<file path="src/rtl/core/spi9_pkg.sv">
// Shared types, register codes and frame constants of the SPI master core.
package spi9_pkg;

    localparam int WORD_W     = 9;
    localparam int BIT_IDX_W  = 4;
    localparam int CFG_IDX_W  = 3;
    localparam int CFG_DATA_W = 16;

    typedef logic [WORD_W-1:0]    t_word;
    typedef logic [BIT_IDX_W-1:0] t_bit_idx;
    typedef logic [CFG_IDX_W-1:0] t_cfg_idx;

    // Register indexes of the configuration port
    localparam t_cfg_idx CFG_CLOCK_DIVISOR  = 3'd0;
    localparam t_cfg_idx CFG_CLOCK_POLARITY = 3'd1;
    localparam t_cfg_idx CFG_CLOCK_PHASE    = 3'd2;
    localparam t_cfg_idx CFG_MSB_FIRST      = 3'd3;
    localparam t_cfg_idx CFG_ENABLE         = 3'd4;

    localparam t_word    BIT_NINE_MASK = 9'h100;
    localparam t_word    LOW_BYTE_MASK = 9'h0FF;
    localparam t_bit_idx FRAME_BITS_8  = 4'd8;
    localparam t_bit_idx FRAME_BITS_9  = 4'd9;
    // Bit position meaning "no current bit"
    localparam t_bit_idx BIT_NONE      = 4'd9;

    typedef struct packed {
        logic clock_polarity;
        logic clock_phase;
        logic msb_first;
        logic enable;
    } t_spi9_cfg;

    typedef struct packed {
        logic  sclk;
        logic  mosi;
        logic  busy_res;
        logic  done_res;
        t_word rx_data;
    } t_spi9_result;

endpackage

</file>
<file path="src/rtl/core/spi9_in_if.sv">
// Input channel: one system tick carrying start request, mode, tx word and MISO.
interface spi9_in_if;
    logic               valid;
    logic               ready;
    logic               start_req;
    logic               mode;
    spi9_pkg::t_word    tx_data;
    logic               miso;

    modport source (output valid, output start_req, output mode, output tx_data,
                    output miso, input ready);
    modport sink   (input valid, input start_req, input mode, input tx_data,
                    input miso, output ready);
endinterface

</file>
<file path="src/rtl/core/spi9_out_if.sv">
// Output channel: pin levels, status and received word for one tick.
interface spi9_out_if;
    logic               valid;
    logic               ready;
    logic               sclk;
    logic               mosi;
    logic               busy_res;
    logic               done_res;
    spi9_pkg::t_word    rx_data;

    modport source (output valid, output sclk, output mosi, output busy_res,
                    output done_res, output rx_data, input ready);
    modport sink   (input valid, input sclk, input mosi, input busy_res,
                    input done_res, input rx_data, output ready);
endinterface

</file>
<file path="src/rtl/core/spi9_engine.sv">
// Frame state machine: half-period timing, bit shifting and MISO sampling per tick.
module spi9_engine #(
    parameter int DIVISOR_WIDTH = 16
) (
    input  logic                       i_clk,
    input  logic                       i_rst_n,
    input  logic                       i_step,
    input  logic                       i_start_req,
    input  logic                       i_mode,
    input  spi9_pkg::t_word            i_tx_data,
    input  logic                       i_miso,
    input  spi9_pkg::t_spi9_cfg        i_cfg,
    input  logic [DIVISOR_WIDTH-1:0]   i_divisor,
    output spi9_pkg::t_spi9_result     o_result
);
    import spi9_pkg::*;

    logic                     r_active, n_active;
    logic [DIVISOR_WIDTH-1:0] r_tick, n_tick;
    logic                     r_second_half, n_second_half;
    t_bit_idx                 r_bits_left, n_bits_left;
    logic                     r_nine, n_nine;
    t_word                    r_tx_shift, n_tx_shift;
    t_word                    r_rx_shift, n_rx_shift;
    t_word                    r_rx_hold, n_rx_hold;

    logic [DIVISOR_WIDTH-1:0] div_eff;
    logic [DIVISOR_WIDTH-1:0] tick_inc;
    t_bit_idx                 sample_idx;
    t_bit_idx                 out_idx;
    logic                     done;
    logic                     sample_now;

    function automatic t_bit_idx cur_index(input t_bit_idx bits_left, input logic nine,
                                           input logic msb_first);
        t_bit_idx n;
        n = nine ? FRAME_BITS_9 : FRAME_BITS_8;
        if (bits_left == '0 || bits_left > n)
            return BIT_NONE;
        return msb_first ? t_bit_idx'(bits_left - 1'b1) : t_bit_idx'(n - bits_left);
    endfunction

    assign div_eff    = (i_divisor == '0) ? DIVISOR_WIDTH'(1) : i_divisor;
    assign tick_inc   = r_tick + 1'b1;
    assign sample_idx = cur_index(r_bits_left, r_nine, i_cfg.msb_first);

    always_comb begin
        n_active      = r_active;
        n_tick        = r_tick;
        n_second_half = r_second_half;
        n_bits_left   = r_bits_left;
        n_nine        = r_nine;
        n_tx_shift    = r_tx_shift;
        n_rx_shift    = r_rx_shift;
        n_rx_hold     = r_rx_hold;
        done          = 1'b0;
        sample_now    = 1'b0;

        if (!i_cfg.enable) begin
            n_active      = 1'b0;
            n_tick        = '0;
            n_second_half = 1'b0;
            n_bits_left   = '0;
        end else if (r_active) begin
            if (tick_inc >= div_eff) begin
                n_tick = '0;
                if (!r_second_half) begin
                    n_second_half = 1'b1;
                    sample_now    = !i_cfg.clock_phase;
                end else begin
                    n_second_half = 1'b0;
                    sample_now    = i_cfg.clock_phase;
                    n_bits_left   = r_bits_left - 1'b1;
                end
            end else begin
                n_tick = tick_inc;
            end
        end else if (i_start_req) begin
            n_active      = 1'b1;
            n_tick        = '0;
            n_second_half = 1'b0;
            n_nine        = i_mode;
            n_bits_left   = i_mode ? FRAME_BITS_9 : FRAME_BITS_8;
            n_tx_shift    = i_mode ? (i_tx_data & (BIT_NINE_MASK | LOW_BYTE_MASK))
                                   : (i_tx_data & LOW_BYTE_MASK);
            n_rx_shift    = '0;
        end

        if (sample_now && sample_idx < BIT_NONE)
            n_rx_shift[sample_idx] = i_miso;

        // Frame ends after the trailing half of its last bit
        if (i_cfg.enable && r_active && r_second_half && tick_inc >= div_eff
            && n_bits_left == '0) begin
            n_active  = 1'b0;
            n_rx_hold = n_rx_shift;
            done      = 1'b1;
        end
    end

    assign out_idx = cur_index(n_bits_left, n_nine, i_cfg.msb_first);

    always_comb begin
        o_result.busy_res = n_active;
        o_result.done_res = done;
        o_result.rx_data  = n_rx_hold;
        if (n_active) begin
            o_result.sclk = i_cfg.clock_polarity ^ (i_cfg.clock_phase ? !n_second_half
                                                                      : n_second_half);
            o_result.mosi = (out_idx < BIT_NONE) ? n_tx_shift[out_idx] : 1'b0;
        end else begin
            o_result.sclk = i_cfg.clock_polarity;
            o_result.mosi = 1'b0;
        end
    end

    always_ff @(posedge i_clk) begin
        if (!i_rst_n) begin
            r_active      <= 1'b0;
            r_tick        <= '0;
            r_second_half <= 1'b0;
            r_bits_left   <= '0;
            r_nine        <= 1'b0;
            r_tx_shift    <= '0;
            r_rx_shift    <= '0;
            r_rx_hold     <= '0;
        end else if (i_step) begin
            r_active      <= n_active;
            r_tick        <= n_tick;
            r_second_half <= n_second_half;
            r_bits_left   <= n_bits_left;
            r_nine        <= n_nine;
            r_tx_shift    <= n_tx_shift;
            r_rx_shift    <= n_rx_shift;
            r_rx_hold     <= n_rx_hold;
        end
    end

endmodule

</file>
<file path="src/rtl/core/spi_master_8_or_9_bit_core.sv">
// SPI master core: configuration registers, frame engine and output register.
//
// Usage: each transaction on i_in is one system tick of the SPI master. It carries
// start_req, mode (0: 8-bit frame, 1: 9-bit frame), tx_data and the sampled MISO
// level. For every accepted tick the core delivers exactly one transaction on o_out
// with the SCLK and MOSI levels, busy_res, a one-tick done_res pulse and the last
// received word rx_data, all as they stand after that tick.
// The result of an accepted tick is registered and shown on o_out right after the edge that accepts it.
// Throughput is one tick per cycle while the receiver keeps o_out.ready high; the frame
// state update closes through the engine's compare and shift logic.
// The input side stays ready while the output register is empty or being drained,
// so a stalled receiver holds i_in off only while a result is waiting.
// Configuration is written through i_cfg_we / i_cfg_idx / i_cfg_wdata, one register
// per write, while no tick is in flight.
// Reset (synchronous, active low) clears the frame state and the received word and
// loads divisor 4, CPOL 0, CPHA 0, MSB first and enabled; o_out is empty after reset.
module spi_master_8_or_9_bit_core #(
    parameter int DIVISOR_WIDTH = 16
) (
    input  logic                          i_clk,
    input  logic                          i_rst_n,
    spi9_in_if.sink                       i_in,
    spi9_out_if.source                    o_out,
    input  logic                          i_cfg_we,
    input  spi9_pkg::t_cfg_idx            i_cfg_idx,
    input  logic [spi9_pkg::CFG_DATA_W-1:0] i_cfg_wdata
);
    import spi9_pkg::*;

    logic [DIVISOR_WIDTH-1:0] r_divisor;
    t_spi9_cfg                r_cfg;
    t_spi9_result             r_res;
    t_spi9_result             eng_res;
    logic                     r_out_valid;
    logic                     step;

    always_ff @(posedge i_clk) begin
        if (!i_rst_n) begin
            r_divisor            <= DIVISOR_WIDTH'(4);
            r_cfg.clock_polarity <= 1'b0;
            r_cfg.clock_phase    <= 1'b0;
            r_cfg.msb_first      <= 1'b1;
            r_cfg.enable         <= 1'b1;
        end else if (i_cfg_we) begin
            case (i_cfg_idx)
                CFG_CLOCK_DIVISOR:  r_divisor            <= i_cfg_wdata[DIVISOR_WIDTH-1:0];
                CFG_CLOCK_POLARITY: r_cfg.clock_polarity <= i_cfg_wdata[0];
                CFG_CLOCK_PHASE:    r_cfg.clock_phase    <= i_cfg_wdata[0];
                CFG_MSB_FIRST:      r_cfg.msb_first      <= i_cfg_wdata[0];
                CFG_ENABLE:         r_cfg.enable         <= i_cfg_wdata[0];
                default: ;
            endcase
        end
    end

    assign i_in.ready = !r_out_valid || o_out.ready;
    assign step       = i_in.valid && i_in.ready;

    spi9_engine #(
        .DIVISOR_WIDTH (DIVISOR_WIDTH)
    ) u_engine (
        .i_clk       (i_clk),
        .i_rst_n     (i_rst_n),
        .i_step      (step),
        .i_start_req (i_in.start_req),
        .i_mode      (i_in.mode),
        .i_tx_data   (i_in.tx_data),
        .i_miso      (i_in.miso),
        .i_cfg       (r_cfg),
        .i_divisor   (r_divisor),
        .o_result    (eng_res)
    );

    // Hold the result until the receiver takes it
    always_ff @(posedge i_clk) begin
        if (!i_rst_n) begin
            r_out_valid <= 1'b0;
        end else if (step) begin
            r_out_valid <= 1'b1;
        end else if (o_out.ready) begin
            r_out_valid <= 1'b0;
        end
    end

    always_ff @(posedge i_clk) begin
        if (step) begin
            r_res <= eng_res;
        end
    end

    assign o_out.valid    = r_out_valid;
    assign o_out.sclk     = r_res.sclk;
    assign o_out.mosi     = r_res.mosi;
    assign o_out.busy_res = r_res.busy_res;
    assign o_out.done_res = r_res.done_res;
    assign o_out.rx_data  = r_res.rx_data;

endmodule
</file>
<file path="src/flat_wrapper.sv">
// flat-port wrapper written by rule: the top's interface ports become plain ports
module spi_master_8_or_9_bit_core_flat import spi9_pkg::*;
#(
    parameter int DIVISOR_WIDTH = 16
)
  (i_clk, i_rst_n, i_cfg_we, i_cfg_idx, i_cfg_wdata, i_in_valid, i_in_start_req, i_in_mode, i_in_tx_data, i_in_miso, i_in_ready, o_out_valid, o_out_sclk, o_out_mosi, o_out_busy_res, o_out_done_res, o_out_rx_data, o_out_ready);
  spi9_in_if i_in_i ();
  spi9_out_if o_out_i ();
  input  logic i_clk;
  input  logic i_rst_n;
  input  logic i_cfg_we;
  input  spi9_pkg::t_cfg_idx i_cfg_idx;
  input  logic [spi9_pkg::CFG_DATA_W-1:0] i_cfg_wdata;
  input wire logic [$bits(i_in_i.valid)-1:0] i_in_valid;
  input wire logic [$bits(i_in_i.start_req)-1:0] i_in_start_req;
  input wire logic [$bits(i_in_i.mode)-1:0] i_in_mode;
  input wire logic [$bits(i_in_i.tx_data)-1:0] i_in_tx_data;
  input wire logic [$bits(i_in_i.miso)-1:0] i_in_miso;
  output wire logic [$bits(i_in_i.ready)-1:0] i_in_ready;
  output wire logic [$bits(o_out_i.valid)-1:0] o_out_valid;
  output wire logic [$bits(o_out_i.sclk)-1:0] o_out_sclk;
  output wire logic [$bits(o_out_i.mosi)-1:0] o_out_mosi;
  output wire logic [$bits(o_out_i.busy_res)-1:0] o_out_busy_res;
  output wire logic [$bits(o_out_i.done_res)-1:0] o_out_done_res;
  output wire logic [$bits(o_out_i.rx_data)-1:0] o_out_rx_data;
  input wire logic [$bits(o_out_i.ready)-1:0] o_out_ready;
  assign i_in_i.valid = i_in_valid;
  assign i_in_i.start_req = i_in_start_req;
  assign i_in_i.mode = i_in_mode;
  assign i_in_i.tx_data = i_in_tx_data;
  assign i_in_i.miso = i_in_miso;
  assign i_in_ready = i_in_i.ready;
  assign o_out_valid = o_out_i.valid;
  assign o_out_sclk = o_out_i.sclk;
  assign o_out_mosi = o_out_i.mosi;
  assign o_out_busy_res = o_out_i.busy_res;
  assign o_out_done_res = o_out_i.done_res;
  assign o_out_rx_data = o_out_i.rx_data;
  assign o_out_i.ready = o_out_ready;
  spi_master_8_or_9_bit_core #(.DIVISOR_WIDTH(DIVISOR_WIDTH)) u_core (.i_clk(i_clk), .i_rst_n(i_rst_n), .i_in(i_in_i), .o_out(o_out_i), .i_cfg_we(i_cfg_we), .i_cfg_idx(i_cfg_idx), .i_cfg_wdata(i_cfg_wdata));
endmodule
</file>
<file path="config.mk">
export PLATFORM = sky130hd
export DESIGN_NAME = spi_master_8_or_9_bit_core_flat
export DESIGN_NICKNAME = d
export VERILOG_FILES = /design/src/rtl/core/spi9_pkg.sv /design/src/rtl/core/spi9_in_if.sv /design/src/rtl/core/spi9_out_if.sv /design/src/rtl/core/spi9_engine.sv /design/src/rtl/core/spi_master_8_or_9_bit_core.sv /design/src/flat_wrapper.sv
export SDC_FILE = /design/constraint.sdc
export NUM_CORES = 1
export LEC_CHECK = 0
export BUFFER_PORTS_ARGS = -buffer_cell sky130_fd_sc_hd__buf_2
export CAP_MARGIN = 40
export CORE_MARGIN = 3
export CORE_UTILIZATION = 60
export DETAILED_ROUTE_END_ITERATION = 8
export PLACE_DENSITY = 0.8
export SYNTH_ARGS = -nofsm -noshare
export SYNTH_HDL_FRONTEND = slang
export SYNTH_SLANG_ARGS = --single-unit
</file>
<file path="constraint.sdc">
create_clock -name i_clk -period 6 [get_ports i_clk]
set_clock_uncertainty 0.15 [all_clocks]
set_input_delay 1.2 -clock i_clk [delete_from_list [all_inputs] [get_ports i_clk]]
set_output_delay 1.2 -clock i_clk [all_outputs]
set_load 0.05 [all_outputs]
</file>
# After elaboration in Yosys (flattened, before gate mapping)
# Cells that the tools add are included.
[totals] register_bits=84 output_inout_bits=15
[op_classes] addsub=5 magnitude_cmp=8 eq_ne=5 n_mux=57 n_bitwise=1 reduce_logical=25
[ops] op="$mux W9" n=9
[ops] op="$mux W16" n=5
[ops] op="$mux W4" n=11
[ops] op="$mux W1" n=28
[ops] op="$add A16 B1 Y16 const B" n=1
[ops] op="$ge A16 B16 Y1" n=1
[ops] op="$logic_not A16 Y1" n=1
[ops] op="$reduce_and A2 Y1" n=7
[ops] op="$lt A4 B5 Y1 const B" n=2
[ops] op="$bwmux W9" n=1
[ops] op="$gt A4 B4 Y1" n=2
[ops] op="$logic_not A4 Y1" n=2
[ops] op="$lt A4 B4 Y1 const B" n=2
[ops] op="$sub A4 B1 Y4 const B" n=2
[ops] op="$sub A4 B4 Y4" n=2
[ops] op="$logic_and A1 B1 Y1" n=7
[ops] op="$eq A3 B2 Y1 const B" n=2
[ops] op="$bmux W1 S4" n=1
[ops] op="$demux W1 S4" n=1
[ops] op="$ge A4 B1 Y1 const B" n=1
[ops] op="$eq A3 B1 Y1 const B" n=1
[ops] op="$eq A3 B3 Y1 const B" n=1
[ops] op="$logic_not A1 Y1" n=3
[ops] op="$logic_not A3 Y1" n=1
[ops] op="other kinds (5)" n=7

# Logic depth before layout (Yosys ltp)
[logic_depth] depth_word=14 ltp_mapped=25 depth_no_buf=24

# By module
# A second synthesis with hierarchy kept.
[unflattened] hier_cells=584 area_unflattened_um2=5011.1
[by_module_without_submodules] module="spi9_engine" n_inst=1 cells_per_inst=478 area_per_inst_um2=3719.8 seq_area_each_um2=1001.0
[by_module_without_submodules] module="spi_master_8_or_9_bit_core" n_inst=1 cells_per_inst=106 area_per_inst_um2=1291.2 seq_area_each_um2=810.8

# Worst setup path after synthesis
# No wires, ideal clock.
[synth_timing] kind="register to register" start="register u_core.u_engine.r_tick[0]" end="register u_core.r_res (netlist bit u_core.o_out.mosi) (data pin)" setup_time_ps=262 t_arrival_ps=4737 t_required_ps=5588 slack_ps=851 path_stages_with_launch=25 n_path_buf=1 path_cell_list="dfxtp_1 > and3_1 > and3_1 > and3_1 > and3_1 > clkbuf_1 > nand4_1 > xnor2_1 > ha_1 > nand4_2 > nor3_2 > nand2_1 > a31oi_1 > nor2_1 > o311a_1 > ha_1 > inv_1 > ha_1 > o311a_1 > o21ai_0 > nor3b_2 > o21ai_4 > mux2_2 > a211oi_1 > nor4_1"
[synth_between] elab_chain_len=11 word_cells_on_any_way=20 cone_classes="add/sub (3); order compare (3); mux (9); reduce/logical (5)"
[synth_rtl] element="start: declaration" line="spi9_engine.sv:19" source="logic [DIVISOR_WIDTH-1:0] r_tick, n_tick;"
[synth_rtl] element="start signal: assignment" line="spi9_engine.sv:129" source="r_tick <= n_tick;"
[synth_rtl] element="$add A16 B1 Y16 *" line="spi9_engine.sv:44" source="assign tick_inc = r_tick + 1'b1;"
[synth_rtl] element="$ge A16 B16 Y1 *" line="spi9_engine.sv:65" source="if (tick_inc >= div_eff) begin"
[synth_rtl] element="$mux W4 *" line="spi9_engine.sv:65"
[synth_rtl] element="$mux W4 *" line="spi9_engine.sv:64" source="end else if (r_active) begin"
[synth_rtl] element="$mux W4 *" line="spi9_engine.sv:59" source="if (!i_cfg.enable) begin"
[synth_rtl] element="via u_core.u_engine.n_bits_left[0]" line="spi9_engine.sv:21" source="t_bit_idx r_bits_left, n_bits_left;"
[synth_rtl] element="$gt A4 B4 Y1 / $logic_not A4 Y1 (equally long branches)" line="spi9_engine.sv:38, spi9_engine.sv:94"
[synth_rtl] element="$logic_or A1 B1 Y1" line="spi9_engine.sv:38" source="if (bits_left == '0 || bits_left > n)"
[synth_rtl] element="$mux W1" line="spi9_engine.sv:38"
[synth_rtl] element="$mux W4" line="spi9_engine.sv:40" source="return msb_first ? t_bit_idx'(bits_left - 1'b1) : t_bit_idx'(n - bits_left);"
[synth_rtl] element="$bmux W1 S4 / $lt A4 B4 Y1 (equally long branches)" line="spi9_engine.sv:110" source="o_result.mosi = (out_idx < BIT_NONE) ? n_tx_shift[out_idx] : 1'b0;"
[synth_rtl] element="$mux W1 (implied by the code) / $reduce_and A2 Y1 (equally long branches)"
[synth_rtl] element="end signal: assignment" line="spi_master_8_or_9_bit_core.sv:87" source="r_res <= eng_res;"
[synth_rtl] element="end: declaration" line="spi_master_8_or_9_bit_core.sv:32" source="t_spi9_result r_res;"
# Mark *: on every way through the listed nets, which the timed path passes. The rest lies on a longest branch. The select of a mux whose other input is x is not followed.
# A chain may end at the register's enable or synchronous reset.

# Worst setup path in the final report
# Same ends and word-level chain as after synthesis.

==> summary.txt <==
DR iter-0 viols: 303
initial antenna violation count: 0
clock latency on the worst-skew pair: 0.37 ns
Seq. cell area: 1812 um2
DP HPWL: 8485 um
clock slew at reported path FFs: 0.08 ns
combinational power share: 0.171
number of flops mapped to enable cells by yosys: 13
Cells after Synth: 619
ant diodes: 0
Mapped Area: 5089 um2
outcome: finished clean
top cells by count, synth: nand2_1 (123), dfxtp_1 (71), nor2_1 (41), inv_1 (31), a21oi_1 (28)
final wirelength: 11670 um
Switch Pwr: 359.9 uW
top_reg_cell synth: dfxtp_1
root buf cell: clkbuf_8
Seq pwr share: 0.513
worst path required time: 6.04 ns
share of flip-flops with an asynchronous set or reset: 0
vias in the first global route: 4335
most frequent cell after synthesis: nand2_1
Die Y-Extent: 98.09 um
CTS H-Tree Depth: 3
PortBufs: 50
Hold Fails Final Rpt: 0
layout cells sized above 1: 0.1448
switching share of power: 0.3061
Clock power frac: 0.316
fill cell count: 674
Finish-stage setup viols: 0
WL/cell: 15.40 um
Yosys reg bits: 84
PwrDens: 211.6 nW/um2
router iterations before antenna repair: 5
vias after detailed routing: 4471
Yosys cell types: 66
top post-synthesis cells by area: dfxtp_1 (28%), nand2_1 (9.1%), edfxtp_1 (7.7%)
post-route ant nets: 0
MaxCap Viol Count: 0
Slew HR: 0.4782
Crit Path Class: flop to flop
RSZ-0062 raised after global routing: false
P_int: 816.1 uW
CTS tree: done
Bufs on Longest Clock Path: 2
CP endpoint kind: flop
synth warn: 0
CTS Hold Bufs: 0
Hold EP: u_core.u_engine.r_tx_shift[5]$_SDFFE_PN0P_
maximum vdd drop: 0.1269 mV
grt total ovfl: 0
# IOs: 51
Die Area: 9622 um2
syn avg cell area: 8.221 um2
num rows: 32
Simple-Gate Fraction of Synth Area: 0.2594
FF-to-FF path depth: 24
sequential area share after synthesis: 0.3560
CTS buffer count: 9
final period utilization: 0.9388
R2R setup slack: 0.37 ns
Compound-Gate Fraction of Synth Area: 0.2070
Vias per Instance: 5.898
first-pass GRT wire length: 19920 um
Worst setup SP type: flop
setup_tns: 0 ns
largest net degree at the start of global routing: 50
hold depth: 2
Slew Viols, Final: 0
initial core utilization: 0.6387
Tmin final: 5.633 ns
Finished Layout Cells: 758
P&R area growth vs syn: 9.221%
crit path DAT: 5.67 ns
area of the multi-input gates: 3037 um2
largest family of logic cells by synthesized area: simple AND/OR/NAND/NOR gates
Synth Area in Adders: 0.05901
global-route usage over all layers: 0.2462
share of the synthesized area in the top cell type: 0.2793
leak pwr: 2.447 nW
post-synthesis mux area share: 0.03590
worst-margin pin slew: 0.7760 ns
Placer Congestion: 0.9223
Core ar.: 7968 um2
HP Class: flop to flop
DP Cell Count: 742
syn_nets: 679
end of the worst register-to-register path: u_core.o_out.mosi$_SDFFCE_PN0P_
CTS Sinks: 84
final net count: 711
Die Wd: 98.09 um
drt drc: 0
RR Startpoint: u_core.u_engine.r_tick[0]$_SDFFE_PN0P_
Post-Synth XOR/XNOR Area: 0.03270
FMAX: 177.5 MHz
crit path max fanout: 6
Worst Hold Launch: u_core.u_engine.r_tx_shift[5]$_SDFFE_PN0P_
Synth area leader: dfxtp_1
registers in the layout, indices dropped and copies added (netlist names), 4 cells and up:
signal and count:
u_core.r_cfg 4, u_core.r_divisor 16, u_core.u_engine.r_rx_shift 9, u_core.u_engine.r_tx_shift 9
u_core.u_engine.r_rx_hold 9, u_core.u_engine.r_tick 16, u_core.o_out.rx_data 9, u_core.u_engine.r_bits_left 4
how the worst max path moves through the flow:
stage / from / end / slack [ns] / depth (start not counted)
4_1_cts: u_core.u_engine.r_tick[0]$_SDFFE_PN0P_ / u_core.o_out.mosi$_SDFFCE_PN0P_ / 0.30 / 23
5_1_grt: u_core.u_engine.r_tick[0]$_SDFFE_PN0P_ / u_core.o_out.mosi$_SDFFCE_PN0P_ / 0.05 / 24
2_1_floorplan: u_core.u_engine.r_tick[0]$_SDFFE_PN0P_ / u_core.o_out.mosi$_SDFFCE_PN0P_ / 0.85 / 24
3_3_place_gp: u_core.u_engine.r_tick[0]$_SDFFE_PN0P_ / u_core.o_out.mosi$_SDFFCE_PN0P_ / 0.64 / 23
6_report: u_core.u_engine.r_tick[0]$_SDFFE_PN0P_ / u_core.o_out.mosi$_SDFFCE_PN0P_ / 0.37 / 24
3_5_place_dp: u_core.u_engine.r_tick[0]$_SDFFE_PN0P_ / u_core.o_out.mosi$_SDFFCE_PN0P_ / 0.37 / 23
critical path, cell delays in order (launching register included):
cell	delay, ns
dfxtp_1	0.41
and3_1	0.21
and3_1	0.25
and3_1	0.25
and3_2	0.27
nand4_1	0.14
xnor2_1	0.19
ha_1	0.34
nand4_2	0.13
nor3_2	0.25
nand2_1	0.23
a31oi_2	0.31
nor2_1	0.07
o311a_1	0.38
ha_1	0.21
inv_1	0.07
ha_1	0.23
nor2_1	0.09
a21oi_1	0.11
a21oi_1	0.22
a21bo_1	0.22
o32a_1	0.28
a31oi_1	0.19
nand3_1	0.10
nor4_1	0.15
placed cells by master (no fill, tap or decap), types with 3 or more instances in the layout:
master	Yosys	final
nand2_1	123	123
dfxtp_1	71	71
buf_2	5	50
nor2_1	41	41
inv_1	31	31
a21oi_1	28	28
a21boi_0	26	26
ha_1	24	24
o21ai_0	20	20
o211a_1	19	19
nor2b_1	18	18
nand3_1	16	16
and3_1	14	13
and2_1	13	13
edfxtp_1	13	13
nor3_1	11	11
xor2_1	10	10
a22oi_1	10	10
mux2i_1	10	10
xnor2_1	9	9
clkbuf_8	0	9
o211ai_1	8	8
nor4_1	6	6
nand4_1	5	5
a31oi_1	5	4
mux2_2	4	4
nand2b_1	4	4
inv_4	0	3
buf_4	0	3
timing repair:
action                     in CTS  in global routing
setup buffers                   0                  0
setup endpoints to repair       0                  1
gates resized for setup         0                  3
cell families after synthesis:
group | count (synthesis)
AND/OR/NAND/NOR | 269
adder cells (fa/ha/maj) | 24
AO/OA/AOI/OAI | 143
XOR/XNOR | 19
buffers and inverters | 64
multiplexers | 16
flip-flops | 84
per-stage QoR:
step	setup slack (ns)	hold slack (ns)	util	total power, mW	instance area (um2)
floorplan	0.8513	0.2890	-	0.7628	5089
global placement	0.6362	0.3058	0.6716	0.8079	5351
detailed placement	0.3700	0.3098	0.6742	0.8147	5371
CTS	0.2961	0.3237	0.6958	1.181	5544
global route	0.04669	0.3500	0.6976	1.235	5558
finish	0.3675	0.3216	0.6976	1.176	5558
routing by layer:
metal | wire, um | part of all wire | up-vias | GRT usage
li1 | - | - | 2231 | -
met4 | 104 | 0.0089 | 0 | 0.05751
met1 | 5472 | 0.47 | 2086 | 0.3379
met3 | 689 | 0.059 | 13 | 0.05214
met5 | 0 | 0 | - | 0
met2 | 5403 | 0.46 | 141 | 0.3979
power by group through the flow:
stage	Sequential [mW]	Combinational (mW)	Clock (mW)
finish	0.603	0.202	0.371
global route	0.605	0.223	0.406
CTS	0.603	0.200	0.379
detailed placement	0.616	0.199	0
global placement	0.615	0.193	0
floorplan	0.626	0.137	0
layout make-up:
class                   instances  share of cell area
well taps                     102             0.02296
multi-input cells             471              0.5464
repair buffers                 54             0.05268
clock buffers                  10             0.02296
clock inverters                 6            0.008104
flip-flops and latches         84              0.3260
inverters                      31             0.02094
Power figures use the tool's default switching activity.
